## src/hdl/trd_pkg.sv

```systemverilog
// trd_pkg: shared types and constants for the TGA run-length decoder.
// No dependencies; used by the interfaces and every decoder module.
package trd_pkg;

  localparam int BYTE_W     = 8;
  localparam int PIX_W      = 32;
  localparam int RCNT_W     = 8;
  localparam int BPP_W      = 3;
  localparam int CFG_IDX_W  = 2;
  localparam int CFG_DATA_W = 25;
  localparam int BIDX_W     = 2;

  localparam logic [BYTE_W-1:0] RUN_BASE   = 8'd127;  // run length = header - 127
  localparam logic [BPP_W-1:0]  BPP_MAX    = 3'd4;
  localparam logic [BPP_W-1:0]  BPP_RESET  = 3'd3;
  localparam logic [CFG_DATA_W-1:0] PCOUNT_RESET = 25'd1;

  typedef enum logic [1:0] {
    PH_HEADER = 2'd0,
    PH_PIXEL  = 2'd1
  } phase_t;

  typedef enum logic [CFG_IDX_W-1:0] {
    REG_BPP         = 2'd0,
    REG_PIXEL_COUNT = 2'd1
  } reg_idx_t;

  typedef struct packed {
    logic [PIX_W-1:0]  pixel_value;
    logic [RCNT_W-1:0] repeat_count;
    logic              image_done;
    logic              overrun_error;
  } result_t;

endpackage

```

## src/hdl/trd_if.sv

```systemverilog
// trd_if: valid/ready channels of the decoder (byte in, pixel out, config write).
// Depends on trd_pkg.
interface trd_byte_if import trd_pkg::*; ();
  logic              valid;
  logic              ready;
  logic [BYTE_W-1:0] byte_in;

  modport source (output valid, output byte_in, input ready);
  modport sink   (input valid, input byte_in, output ready);
endinterface

interface trd_pix_if import trd_pkg::*; ();
  logic              valid;
  logic              ready;
  logic [PIX_W-1:0]  pixel_value;
  logic [RCNT_W-1:0] repeat_count;
  logic              image_done;
  logic              overrun_error;

  modport source (output valid, output pixel_value, output repeat_count,
                  output image_done, output overrun_error, input ready);
  modport sink   (input valid, input pixel_value, input repeat_count,
                  input image_done, input overrun_error, output ready);
endinterface

interface trd_cfg_if import trd_pkg::*; ();
  logic                  valid;
  logic                  ready;
  logic [CFG_IDX_W-1:0]  index;
  logic [CFG_DATA_W-1:0] data;

  modport source (output valid, output index, output data, input ready);
  modport sink   (input valid, input index, input data, output ready);
endinterface

```

## src/hdl/tga_rle_decoder_unit.sv

```systemverilog
// tga_rle_decoder_unit: TGA run-length pixel stream decoder, one byte per word.
// Each result is registered into the output register, or into the skid entry while that register is held.
// Throughput: one byte per cycle while the skid entry is empty; a held skid entry stalls the input.
// Results: one per pixel (one per run packet); header and partial-pixel bytes give none.
// Reset (rst, synchronous): header phase, counters cleared, bytes_per_pixel = 3,
// pixel_count = 1, output and skid entries empty.
module tga_rle_decoder_unit import trd_pkg::*; #(
  parameter int COUNT_BITS = 24
) (
  input logic        clk,
  input logic        rst,
  trd_byte_if.sink   byte_ch,
  trd_pix_if.source  pix_ch,
  trd_cfg_if.sink    cfg_ch
);
  // Effective config, already clamped (0 -> 1, too large -> max).
  logic [BPP_W-1:0]    bpp;
  logic [COUNT_BITS:0] total;

  // Decoder result for the byte on the input this cycle.
  logic    res_valid;
  result_t res;
  logic    buf_full;
  logic    byte_fire;

  // Input stalls only when both output register and skid entry hold results,
  // so a waiting result never blocks the next byte by itself.
  assign byte_ch.ready = !buf_full;
  assign byte_fire     = byte_ch.valid && byte_ch.ready;

  trd_cfg_regs #(
    .COUNT_BITS (COUNT_BITS)
  ) u_cfg (
    .clk   (clk),
    .rst   (rst),
    .cfg   (cfg_ch),
    .bpp   (bpp),
    .total (total)
  );

  // Per-byte state: header decode, pixel assembly, image count and clipping.
  trd_decode #(
    .COUNT_BITS (COUNT_BITS)
  ) u_dec (
    .clk       (clk),
    .rst       (rst),
    .fire      (byte_fire),
    .byte_in   (byte_ch.byte_in),
    .bpp       (bpp),
    .total     (total),
    .res_valid (res_valid),
    .res       (res)
  );

  // Result register with a skid word toward the pixel channel.
  trd_out_buf u_out (
    .clk       (clk),
    .rst       (rst),
    .push      (res_valid),
    .push_data (res),
    .full      (buf_full),
    .pix       (pix_ch)
  );

endmodule

```

## src/hdl/trd_cfg_regs.sv

```systemverilog
// trd_cfg_regs: bytes-per-pixel and pixel-count registers, clamped to legal range.
// Depends on trd_pkg and trd_cfg_if.
module trd_cfg_regs import trd_pkg::*; #(
  parameter int COUNT_BITS = 24
) (
  input  logic                clk,
  input  logic                rst,
  trd_cfg_if.sink             cfg,
  output logic [BPP_W-1:0]    bpp,
  output logic [COUNT_BITS:0] total
);
  localparam int CW = COUNT_BITS + 1;
  localparam int WW = (CW > CFG_DATA_W) ? CW : CFG_DATA_W;
  localparam logic [WW-1:0] LIM = WW'(1) << COUNT_BITS;

  logic [BPP_W-1:0]      bpp_reg;
  logic [CFG_DATA_W-1:0] pcount_reg;
  logic [WW-1:0]         pc_ext;
  logic [WW-1:0]         total_w;

  assign cfg.ready = 1'b1;

  always_ff @(posedge clk) begin
    if (rst) begin
      bpp_reg    <= BPP_RESET;
      pcount_reg <= PCOUNT_RESET;
    end else if (cfg.valid) begin
      case (cfg.index)
        REG_BPP:         bpp_reg    <= cfg.data[BPP_W-1:0];
        REG_PIXEL_COUNT: pcount_reg <= cfg.data;
        default: ;  // unknown index: dropped
      endcase
    end
  end

  always_comb begin
    if (bpp_reg == '0)         bpp = 3'd1;
    else if (bpp_reg > BPP_MAX) bpp = BPP_MAX;
    else                       bpp = bpp_reg;

    pc_ext = WW'(pcount_reg);
    if (pc_ext == '0)      total_w = WW'(1);
    else if (pc_ext > LIM) total_w = LIM;
    else                   total_w = pc_ext;
    total = total_w[CW-1:0];
  end

endmodule

```

## src/hdl/trd_decode.sv

```systemverilog
// trd_decode: packet/pixel state and per-byte result generation.
// Depends on trd_pkg.
module trd_decode import trd_pkg::*; #(
  parameter int COUNT_BITS = 24
) (
  input  logic                clk,
  input  logic                rst,
  input  logic                fire,
  input  logic [BYTE_W-1:0]   byte_in,
  input  logic [BPP_W-1:0]    bpp,
  input  logic [COUNT_BITS:0] total,
  output logic                res_valid,
  output result_t             res
);
  localparam int CW = COUNT_BITS + 1;

  phase_t            phase, phase_next;
  logic              run_packet, run_packet_next;
  logic [7:0]        packet_left, packet_left_next;
  logic [BIDX_W-1:0] byte_index, byte_index_next;
  logic [PIX_W-1:0]  pixel_accum, pixel_accum_next;
  logic [CW-1:0]     pixels_done, pixels_done_next;

  logic [PIX_W-1:0]  accum_new;
  logic              last_byte;
  logic [CW-1:0]     remaining, pl_ext, count;
  logic [7:0]        pl_dec;
  logic              done, over;

  always_ff @(posedge clk) begin
    if (rst) begin
      phase       <= PH_HEADER;
      run_packet  <= 1'b0;
      packet_left <= '0;
      byte_index  <= '0;
      pixel_accum <= '0;
      pixels_done <= '0;
    end else if (fire) begin
      phase       <= phase_next;
      run_packet  <= run_packet_next;
      packet_left <= packet_left_next;
      byte_index  <= byte_index_next;
      pixel_accum <= pixel_accum_next;
      pixels_done <= pixels_done_next;
    end
  end

  always_comb begin
    accum_new = pixel_accum | (PIX_W'(byte_in) << {byte_index, 3'b000});
    last_byte = ({1'b0, byte_index} + 3'd1) >= bpp;
    remaining = (pixels_done < total) ? (total - pixels_done) : CW'(1);
    pl_ext    = CW'(packet_left);
    pl_dec    = (packet_left != '0) ? packet_left - 8'd1 : 8'd0;

    if (run_packet) begin
      over  = pl_ext > remaining;
      count = over ? remaining : pl_ext;
    end else begin
      count = CW'(1);
      over  = (remaining == CW'(1)) && (pl_dec != '0);
    end
    done = count >= remaining;

    phase_next       = phase;
    run_packet_next  = run_packet;
    packet_left_next = packet_left;
    byte_index_next  = byte_index;
    pixel_accum_next = pixel_accum;
    pixels_done_next = pixels_done;
    res_valid        = 1'b0;

    case (phase)
      PH_PIXEL: begin
        if (!last_byte) begin
          pixel_accum_next = accum_new;
          byte_index_next  = byte_index + BIDX_W'(1);
        end else begin
          res_valid        = fire;
          pixel_accum_next = '0;
          byte_index_next  = '0;
          packet_left_next = run_packet ? 8'd0 : pl_dec;
          if (done) begin
            pixels_done_next = '0;
            packet_left_next = '0;
          end else begin
            pixels_done_next = pixels_done + count;
          end
          if (packet_left_next == '0) phase_next = PH_HEADER;
        end
      end
      default: begin
        // header byte: bit 7 selects run vs raw
        run_packet_next  = byte_in[7];
        packet_left_next = byte_in[7] ? byte_in - RUN_BASE : byte_in + 8'd1;
        byte_index_next  = '0;
        pixel_accum_next = '0;
        phase_next       = PH_PIXEL;
      end
    endcase

    res.pixel_value   = accum_new;
    res.repeat_count  = count[RCNT_W-1:0];
    res.image_done    = done;
    res.overrun_error = over;
  end

endmodule

```

## src/hdl/trd_out_buf.sv

```systemverilog
// trd_out_buf: result register plus skid entry in front of the pixel channel.
// Depends on trd_pkg and trd_pix_if.
module trd_out_buf import trd_pkg::*; (
  input  logic    clk,
  input  logic    rst,
  input  logic    push,
  input  result_t push_data,
  output logic    full,
  trd_pix_if.source pix
);
  logic    out_valid, skid_valid;
  result_t out_data, skid_data;
  logic    pop;

  assign pop  = out_valid && pix.ready;
  assign full = skid_valid;

  always_ff @(posedge clk) begin
    if (rst) begin
      out_valid  <= 1'b0;
      skid_valid <= 1'b0;
    end else if (pop) begin
      if (skid_valid) begin
        skid_valid <= 1'b0;
      end else if (!push) begin
        out_valid <= 1'b0;
      end
    end else if (push) begin
      if (!out_valid) out_valid  <= 1'b1;
      else            skid_valid <= 1'b1;
    end
  end

  always_ff @(posedge clk) begin
    if (pop) begin
      if (skid_valid) out_data <= skid_data;
      else if (push)  out_data <= push_data;
    end else if (push) begin
      if (!out_valid) out_data  <= push_data;
      else            skid_data <= push_data;
    end
  end

  assign pix.valid         = out_valid;
  assign pix.pixel_value   = out_data.pixel_value;
  assign pix.repeat_count  = out_data.repeat_count;
  assign pix.image_done    = out_data.image_done;
  assign pix.overrun_error = out_data.overrun_error;

  a_skid_behind_out: assert property (@(posedge clk) disable iff (rst)
    skid_valid |-> out_valid)
    else $error("skid entry held with empty output register");

  a_over_ends_image: assert property (@(posedge clk) disable iff (rst)
    (out_valid && out_data.overrun_error) |-> out_data.image_done)
    else $error("overrun reported without image end");

  a_count_nonzero: assert property (@(posedge clk) disable iff (rst)
    out_valid |-> (out_data.repeat_count != '0))
    else $error("result with zero repeat count");

  a_no_push_when_full: assert property (@(posedge clk) disable iff (rst)
    (skid_valid && !pop) |=> skid_valid)
    else $error("skid entry lost while stalled");

endmodule

```

## src/flat_wrapper.sv

```systemverilog
// flat-port wrapper written by rule: the top's interface ports become plain ports
module tga_rle_decoder_unit_flat import trd_pkg::*;
#(
  parameter int COUNT_BITS = 24
)
  (clk, rst, byte_ch_valid, byte_ch_byte_in, byte_ch_ready, pix_ch_valid, pix_ch_pixel_value, pix_ch_repeat_count, pix_ch_image_done, pix_ch_overrun_error, pix_ch_ready, cfg_ch_valid, cfg_ch_index, cfg_ch_data, cfg_ch_ready);
  trd_byte_if byte_ch_i ();
  trd_pix_if pix_ch_i ();
  trd_cfg_if cfg_ch_i ();
  input logic clk;
  input logic rst;
  input wire logic [$bits(byte_ch_i.valid)-1:0] byte_ch_valid;
  input wire logic [$bits(byte_ch_i.byte_in)-1:0] byte_ch_byte_in;
  output wire logic [$bits(byte_ch_i.ready)-1:0] byte_ch_ready;
  output wire logic [$bits(pix_ch_i.valid)-1:0] pix_ch_valid;
  output wire logic [$bits(pix_ch_i.pixel_value)-1:0] pix_ch_pixel_value;
  output wire logic [$bits(pix_ch_i.repeat_count)-1:0] pix_ch_repeat_count;
  output wire logic [$bits(pix_ch_i.image_done)-1:0] pix_ch_image_done;
  output wire logic [$bits(pix_ch_i.overrun_error)-1:0] pix_ch_overrun_error;
  input wire logic [$bits(pix_ch_i.ready)-1:0] pix_ch_ready;
  input wire logic [$bits(cfg_ch_i.valid)-1:0] cfg_ch_valid;
  input wire logic [$bits(cfg_ch_i.index)-1:0] cfg_ch_index;
  input wire logic [$bits(cfg_ch_i.data)-1:0] cfg_ch_data;
  output wire logic [$bits(cfg_ch_i.ready)-1:0] cfg_ch_ready;
  assign byte_ch_i.valid = byte_ch_valid;
  assign byte_ch_i.byte_in = byte_ch_byte_in;
  assign byte_ch_ready = byte_ch_i.ready;
  assign pix_ch_valid = pix_ch_i.valid;
  assign pix_ch_pixel_value = pix_ch_i.pixel_value;
  assign pix_ch_repeat_count = pix_ch_i.repeat_count;
  assign pix_ch_image_done = pix_ch_i.image_done;
  assign pix_ch_overrun_error = pix_ch_i.overrun_error;
  assign pix_ch_i.ready = pix_ch_ready;
  assign cfg_ch_i.valid = cfg_ch_valid;
  assign cfg_ch_i.index = cfg_ch_index;
  assign cfg_ch_i.data = cfg_ch_data;
  assign cfg_ch_ready = cfg_ch_i.ready;
  tga_rle_decoder_unit #(.COUNT_BITS(COUNT_BITS)) u_core (.clk(clk), .rst(rst), .byte_ch(byte_ch_i), .pix_ch(pix_ch_i), .cfg_ch(cfg_ch_i));
endmodule
```

## config.mk

```make
export PLATFORM = sky130hd
export DESIGN_NAME = tga_rle_decoder_unit_flat
export DESIGN_NICKNAME = d
export VERILOG_FILES = /design/src/hdl/trd_pkg.sv /design/src/hdl/trd_if.sv /design/src/hdl/tga_rle_decoder_unit.sv /design/src/hdl/trd_cfg_regs.sv /design/src/hdl/trd_decode.sv /design/src/hdl/trd_out_buf.sv /design/src/flat_wrapper.sv
export SDC_FILE = /design/constraint.sdc
export NUM_CORES = 1
export LEC_CHECK = 0
export BUFFER_PORTS_ARGS = -buffer_cell sky130_fd_sc_hd__buf_4
export CORE_MARGIN = 1
export CORE_UTILIZATION = 58
export CTS_BUF_LIST = sky130_fd_sc_hd__clkbuf_4 sky130_fd_sc_hd__clkbuf_8
export CTS_CLUSTER_SIZE = 8
export DETAILED_ROUTE_END_ITERATION = 8
export PLACE_DENSITY = 0.75
export SYNTH_ARGS = -nofsm -noshare
export SYNTH_HDL_FRONTEND = slang
export SYNTH_SLANG_ARGS = --single-unit
```

## constraint.sdc

```tcl
create_clock -name clk -period 13.1 [get_ports clk]
set_clock_uncertainty 0.05 [all_clocks]
set_input_delay 2.62 -clock clk [delete_from_list [all_inputs] [get_ports clk]]
set_output_delay 2.62 -clock clk [all_outputs]
set_load 0.01 [all_outputs]
```

Word level (Yosys, flattened, before mapping)
Index checks and enable logic that the tools add are counted.

Register bits: 184. Bits of input ports: 40. Output and inout port bits: 45. Word-level logic and storage cells: 101.

$add $sub $neg: 7. $lt $le $gt $ge: 6. Eq/ne operators: 8. Shifts and indexed selects: 1. Muxes and demuxes: 35. Bitwise gates (word level): 3. Reductions and logical operators: 23.

Operator list (number): $mux 42 (5); $mux 25 (6); $mux 32 (2); $mux 8 (8); $or 32x32->32 (1); $shl 8x5->32 (1); $add 25x25->25 (1); $eq 25x1->1 const B (1); $ge 25x25->1 (1); $gt 25x25->1 const B (1); $gt 8x25->1 (1); $logic_not 25->1 (1); $lt 25x25->1 (1); $sub 25x25->25 (1); $reduce_bool 8->1 (2); $reduce_and 3->1 (5); $mux 2 (5); $reduce_and 2->1 (5); $add 8x1->8 const B (1); $logic_not 8->1 (1); $ne 2x2->1 const B (4); $sub 8x1->8 const B (1); $sub 8x7->8 const B (1); $mux 1 (7); 14 further kinds (20).

Logic depth before layout (Yosys ltp)
Depth in word-level cells: 16. Gate-level depth with buffers: 42. Gate-level depth less buffers: 36.

Hierarchy
A second synthesis with hierarchy kept.

Cells, all modules: 1226. Area total of the unflattened synthesis: 11333.4 µm².

By module, submodules not included: trd_decode (times used 1, cells an instance 919, area an instance 6909.1 µm², sequential area each 1381.3 µm²); trd_out_buf (times used 1, cells an instance 142, area an instance 3166.8 µm², sequential area each 2562.5 µm²); trd_cfg_regs (times used 1, cells an instance 163, area an instance 1247.4 µm², sequential area each 560.5 µm²); tga_rle_decoder_unit (times used 1, cells an instance 2, area an instance 10.0 µm², sequential area each 0.0 µm²).

Worst setup path after synthesis
OpenSTA, ideal clock, no wires.

Kind: reg2reg. Start: register u_core.u_cfg.pcount_reg[0], in the netlist u_core.u_cfg.pc_ext[0]. End: register u_core.u_dec.pixels_done[24]. Setup time: 0.133 ns. Data arrival time: 7.823 ns. Setup slack: 5.094 ns. Stages on the path, launching flop included: 41. Path buffers: 4. Period minus slack after synthesis: 8.006 ns. Path through: dfxtp_1 > nor4_1 > nand4_1 > o21ai_0 > clkbuf_1 > and2_1 > ha_1 > nor2b_1 > o31a_1 > o211a_1 > o21ai_0 > a2111o_1 > a21oi_1 > o31a_1 > buf_2 > clkbuf_1 > buf_2 > nand2_1 > (+5 left out) > o21ai_0 > nand2_1 > a21o_1 > nor2_1 > and3_1 > a21oi_1 > ha_1 > fa_1 > a21o_1 > a21o_1 > a21boi_0 > o31ai_1 > o21ai_0 > o21ai_0 > a221o_1 > a21oi_1 > or4_1 > a31oi_1.

RTL lines: start: declaration (RTL line trd_cfg_regs.sv:17) `logic [CFG_DATA_W-1:0] pcount_reg;`; start signal: assignment (RTL line trd_cfg_regs.sv:30) `REG_PIXEL_COUNT: pcount_reg <= cfg.data;`; end signal: assignment (RTL line trd_decode.sv:44) `pixels_done <= pixels_done_next;`; end: declaration (RTL line trd_decode.sv:22) `logic [CW-1:0] pixels_done, pixels_done_next;`.

==> metrics.md <==
| Metric | Value |
|---|---|
| DR iter-0 viols | approximately 800 |
| Pre-CTS WS | 3.652 ns |
| Post-synthesis cell type with the largest combined area | edfxtp_1 |
| Cell Area, Synth | roughly 11000 um^2 |
| Max reg flops | between 40 and 50 |
| ANT cells | 0 |
| Number of synthesized register bits | ~180 |
| Internal cell power | just over 900 uW |
| Final hold violations | 0 |
| Max_slew headroom | 0.2457 |
| Most common cell on crit path | o21ai_0 |
| Post-synth top cells | a21oi_1 (154), nor2_1 (134), nand2_1 (121) |
| First-pass GRT wire length | between 40000 and 50000 um |
| GPL Wtd Cong | approximately 0.95 |
| Period minus WS final | 9.163 ns |
| Cells after synthesis | 1259 |
| Row count | 50 |
| Port-buffer cells | between 80 and 90 |
| Die Wd | approximately 140 um |
| CTS Buf Count | 17 |
| Final setup violating endpoints | 0 |
| DP HPWL | between 20000 and 25000 um |
| Vias | around 9500 |
| Clock Power Share | 0.287 |
| Seq pwr share | 0.441 |
| Dominant synthesized flop cell | dfxtp_1 |
| Fill cells | between 1500 and 2000 |
| CTS clk-pin slew, worst paths | around 0.10 ns |
| Critical path's largest stage delay | approximately 0.56 ns |
| Setup CP Type | register to register |
| Top-count cell post-synth | a21oi_1 |
| Fin crit share | 0.6994 |
| Post-Layout Cell Count | roughly 1600 |
| PostCTS Resize Cnt | 0 |
| Final instance area | 12330 um^2 |
| Critical Path AT | 9.51 ns |
| Final net count | 1478 |
| Setup bufs post-CTS | 0 |
| Min-delay worst type | register to register |
| Vert. Die Dim | between 100 and 150 um |
| Most area-consuming cells after synthesis | edfxtp_1 (23%), dfxtp_1 (18%), ha_1 (10%), a21oi_1 (7.0%), nor2_1 (4.6%) |
| Sequential-to-total area share from yosys stat | 0.4089 |
| Worst path slowest cell | nor2_1 |
| Total Routing Usage GR | 0.2969 |
| Crit Path Max Fanout | 36 |
| Combinational share of power | 0.273 |
| Post-Route WL | between 20000 and 30000 um |
| Critical Path RT | approximately 13 ns |
| Ratio of cells with drive above 1 in the final layout | 0.1053 |
| Total congestion overflow | 0 |
| Outcome | complete, no violations |
| CTS tree | yes |
| Crit end category | register |
| Psw | about 470 uW |
| TNS Setup | 0 ns |
| CP Launch Type | register |
| Register area | 4504 um^2 |
| Setup WS post-layout | ~3.9 ns |
| Critical path's top delay family | compound AO/OA/AOI/OAI gates |
| Buf/Inv on CP | 3 |
| FFs w/ async S/R, synth | 0 |
| Switching share of power | 0.3363 |
| Clock buffer depth | 2 |
| Max Clk Rate | 109.1 MHz |
| CTS H-tree lvls | 4 |
| Post-synth EDFFs | 84 |
| Unique masters post-synth | 78 |
| Vias per inst | about 6.0 |
| Sink Count | roughly 180 |
| WL/cell | about 18 um |
| Max-cap violations | 0 |
| Top-area cell type share of the netlist area | 0.2290 |
| Initial antenna violation count | 0 |
| Utilization after layout | 0.6615 |
| Actual slew at the worst max-slew pin | approximately 1.1 ns |
| IO Pins | 85 |
| CTS Root Cell | clkbuf_8 |
| Vias in the first global route | approximately 8600 |
| Post-Place Cells | 1559 |
| Syn_area_per_cell | 8.749 um^2 |
| Max VDD drop | 74.20 uV |
| Max Slew Vio Count | 0 |
| Die footprint | 19550 um^2 |
| Core ar. | about 19000 um^2 |
| ANT nets after route | 0 |
| Multi-input combinational cell area | 6115 um^2 |
| Largest register by flop count | u_core.u_out.skid_data |
| Power Density | roughly 110 nW/um^2 |
| Pin count of the biggest net entering global routing | a little over 80 |
| Unrepaired setup endpoints after global routing | false |
| Starting Density | 0.5909 |
| Lkg Pwr | roughly 0.0054 uW |
| DRC viols | 0 |
| Synth Warn # | 0 |
| Worst skew pair latency | 0.46 ns |
| Placed inst area | about 12000 um^2 |
| Area grow syn2layout | 11.95% |
| First-pass DRT Iterations | 5 |
| Hold-fix buffers at CTS | 0 |
## worst register-to-register path: cells and delay by family, from the launching register on
| family | cells | cell delay, ns |
|---|---|---|
| compound gates | 17 | 3.71 |
| buf+inv | 3 | 0.98 |
| simple gates | 13 | 3.11 |
| flops | 1 | 0.35 |
| fa+ha+maj | 3 | 0.89 |
## cell families (layout without fill, tap and decap cells)
group                      Yosys count  after routing  share of synthesized area
and+or+nand+nor                    450            450                     0.1940
adders and majority gates           93             93                     0.1070
muxes                                5              5                   0.004657
xor gates and xnor gates            49             49                    0.03896
other                                2             34                  0.0006818
DFF                                183            183                     0.4089
buffers and inverters              140            207                    0.04884
AOI/OAI and AO/OA                  337            337                     0.1970
## area by class of cell
| type | count | area share |
|---|---|---|
| Inverter | 85 | 0.02587 |
| Timing Repair Buffer | 90 | 0.05459 |
| Tap cell | 234 | 0.02374 |
| Clock buffer | 18 | 0.01958 |
| Clock inverter | 14 | 0.01512 |
| Multi-Input combinational cell | 968 | 0.4958 |
| Sequential cell | 183 | 0.3653 |
## routing by layer
layer / share of wire / track usage
met4: 0.025 / 0.09890
met3: 0.061 / 0.04680
met1: 0.47 / 0.4220
met5: 0 / 0
met2: 0.45 / 0.4605
## stage by stage
stage	hold WS (ns)	power [uW]
3_5_place_dp	0.4113	999.0
4_1_cts	0.4233	1399
5_1_grt	0.4524	1469
2_1_floorplan	0.3944	903.4
6_report	0.4261	1404
3_3_place_gp	0.4078	996.7
## final timing paths
kind,start,to,slack (ns),cells past startpoint
min reg2reg,u_core.u_cfg.pc_ext[21],u_core.u_cfg.pc_ext[21],0.43,2
max,u_core.u_cfg.pc_ext[13],u_core.u_dec.pixels_done[20],3.94,36
max reg2reg,u_core.u_cfg.pc_ext[13],u_core.u_dec.pixels_done[20],3.94,36
min,u_core.u_cfg.pc_ext[21],u_core.u_cfg.pc_ext[21],0.43,2
## cells in the final DEF (no fill, tap or decap), types with 4 or more instances in the layout
master | synthesis | routed
a21oi_1 | 154 | 154
nor2_1 | 134 | 134
nand2_1 | 121 | 121
dfxtp_1 | 99 | 99
ha_1 | 91 | 91
buf_4 | 1 | 89
edfxtp_1 | 84 | 84
inv_1 | 83 | 83
nor3_1 | 54 | 54
a21o_1 | 36 | 36
conb_1 | 2 | 34
o21ai_0 | 29 | 29
nand4_1 | 25 | 25
xnor2_1 | 25 | 25
xor2_1 | 24 | 24
nand3_1 | 22 | 21
and2_1 | 20 | 20
nor2b_1 | 19 | 18
a31oi_1 | 17 | 17
clkbuf_8 | 0 | 17
o21a_1 | 13 | 13
a211o_1 | 12 | 12
and3_1 | 12 | 11
nand2b_1 | 9 | 9
nor4_1 | 8 | 8
a211oi_1 | 8 | 7
a22o_1 | 6 | 6
or2_2 | 5 | 5
or4_1 | 5 | 5
o211ai_1 | 5 | 5
a22oi_1 | 5 | 5
mux2i_1 | 4 | 4
o32ai_1 | 4 | 4
inv_8 | 0 | 4
## power groups by stage
stage	clock network [uW]	registers, uW	logic, uW
2_1_floorplan	0	628	275
3_3_place_gp	0	631	365
3_5_place_dp	0	632	367
4_1_cts	409	619	372
5_1_grt	427	620	422
6_report	403	619	383
Power figures use the tool's default switching activity.
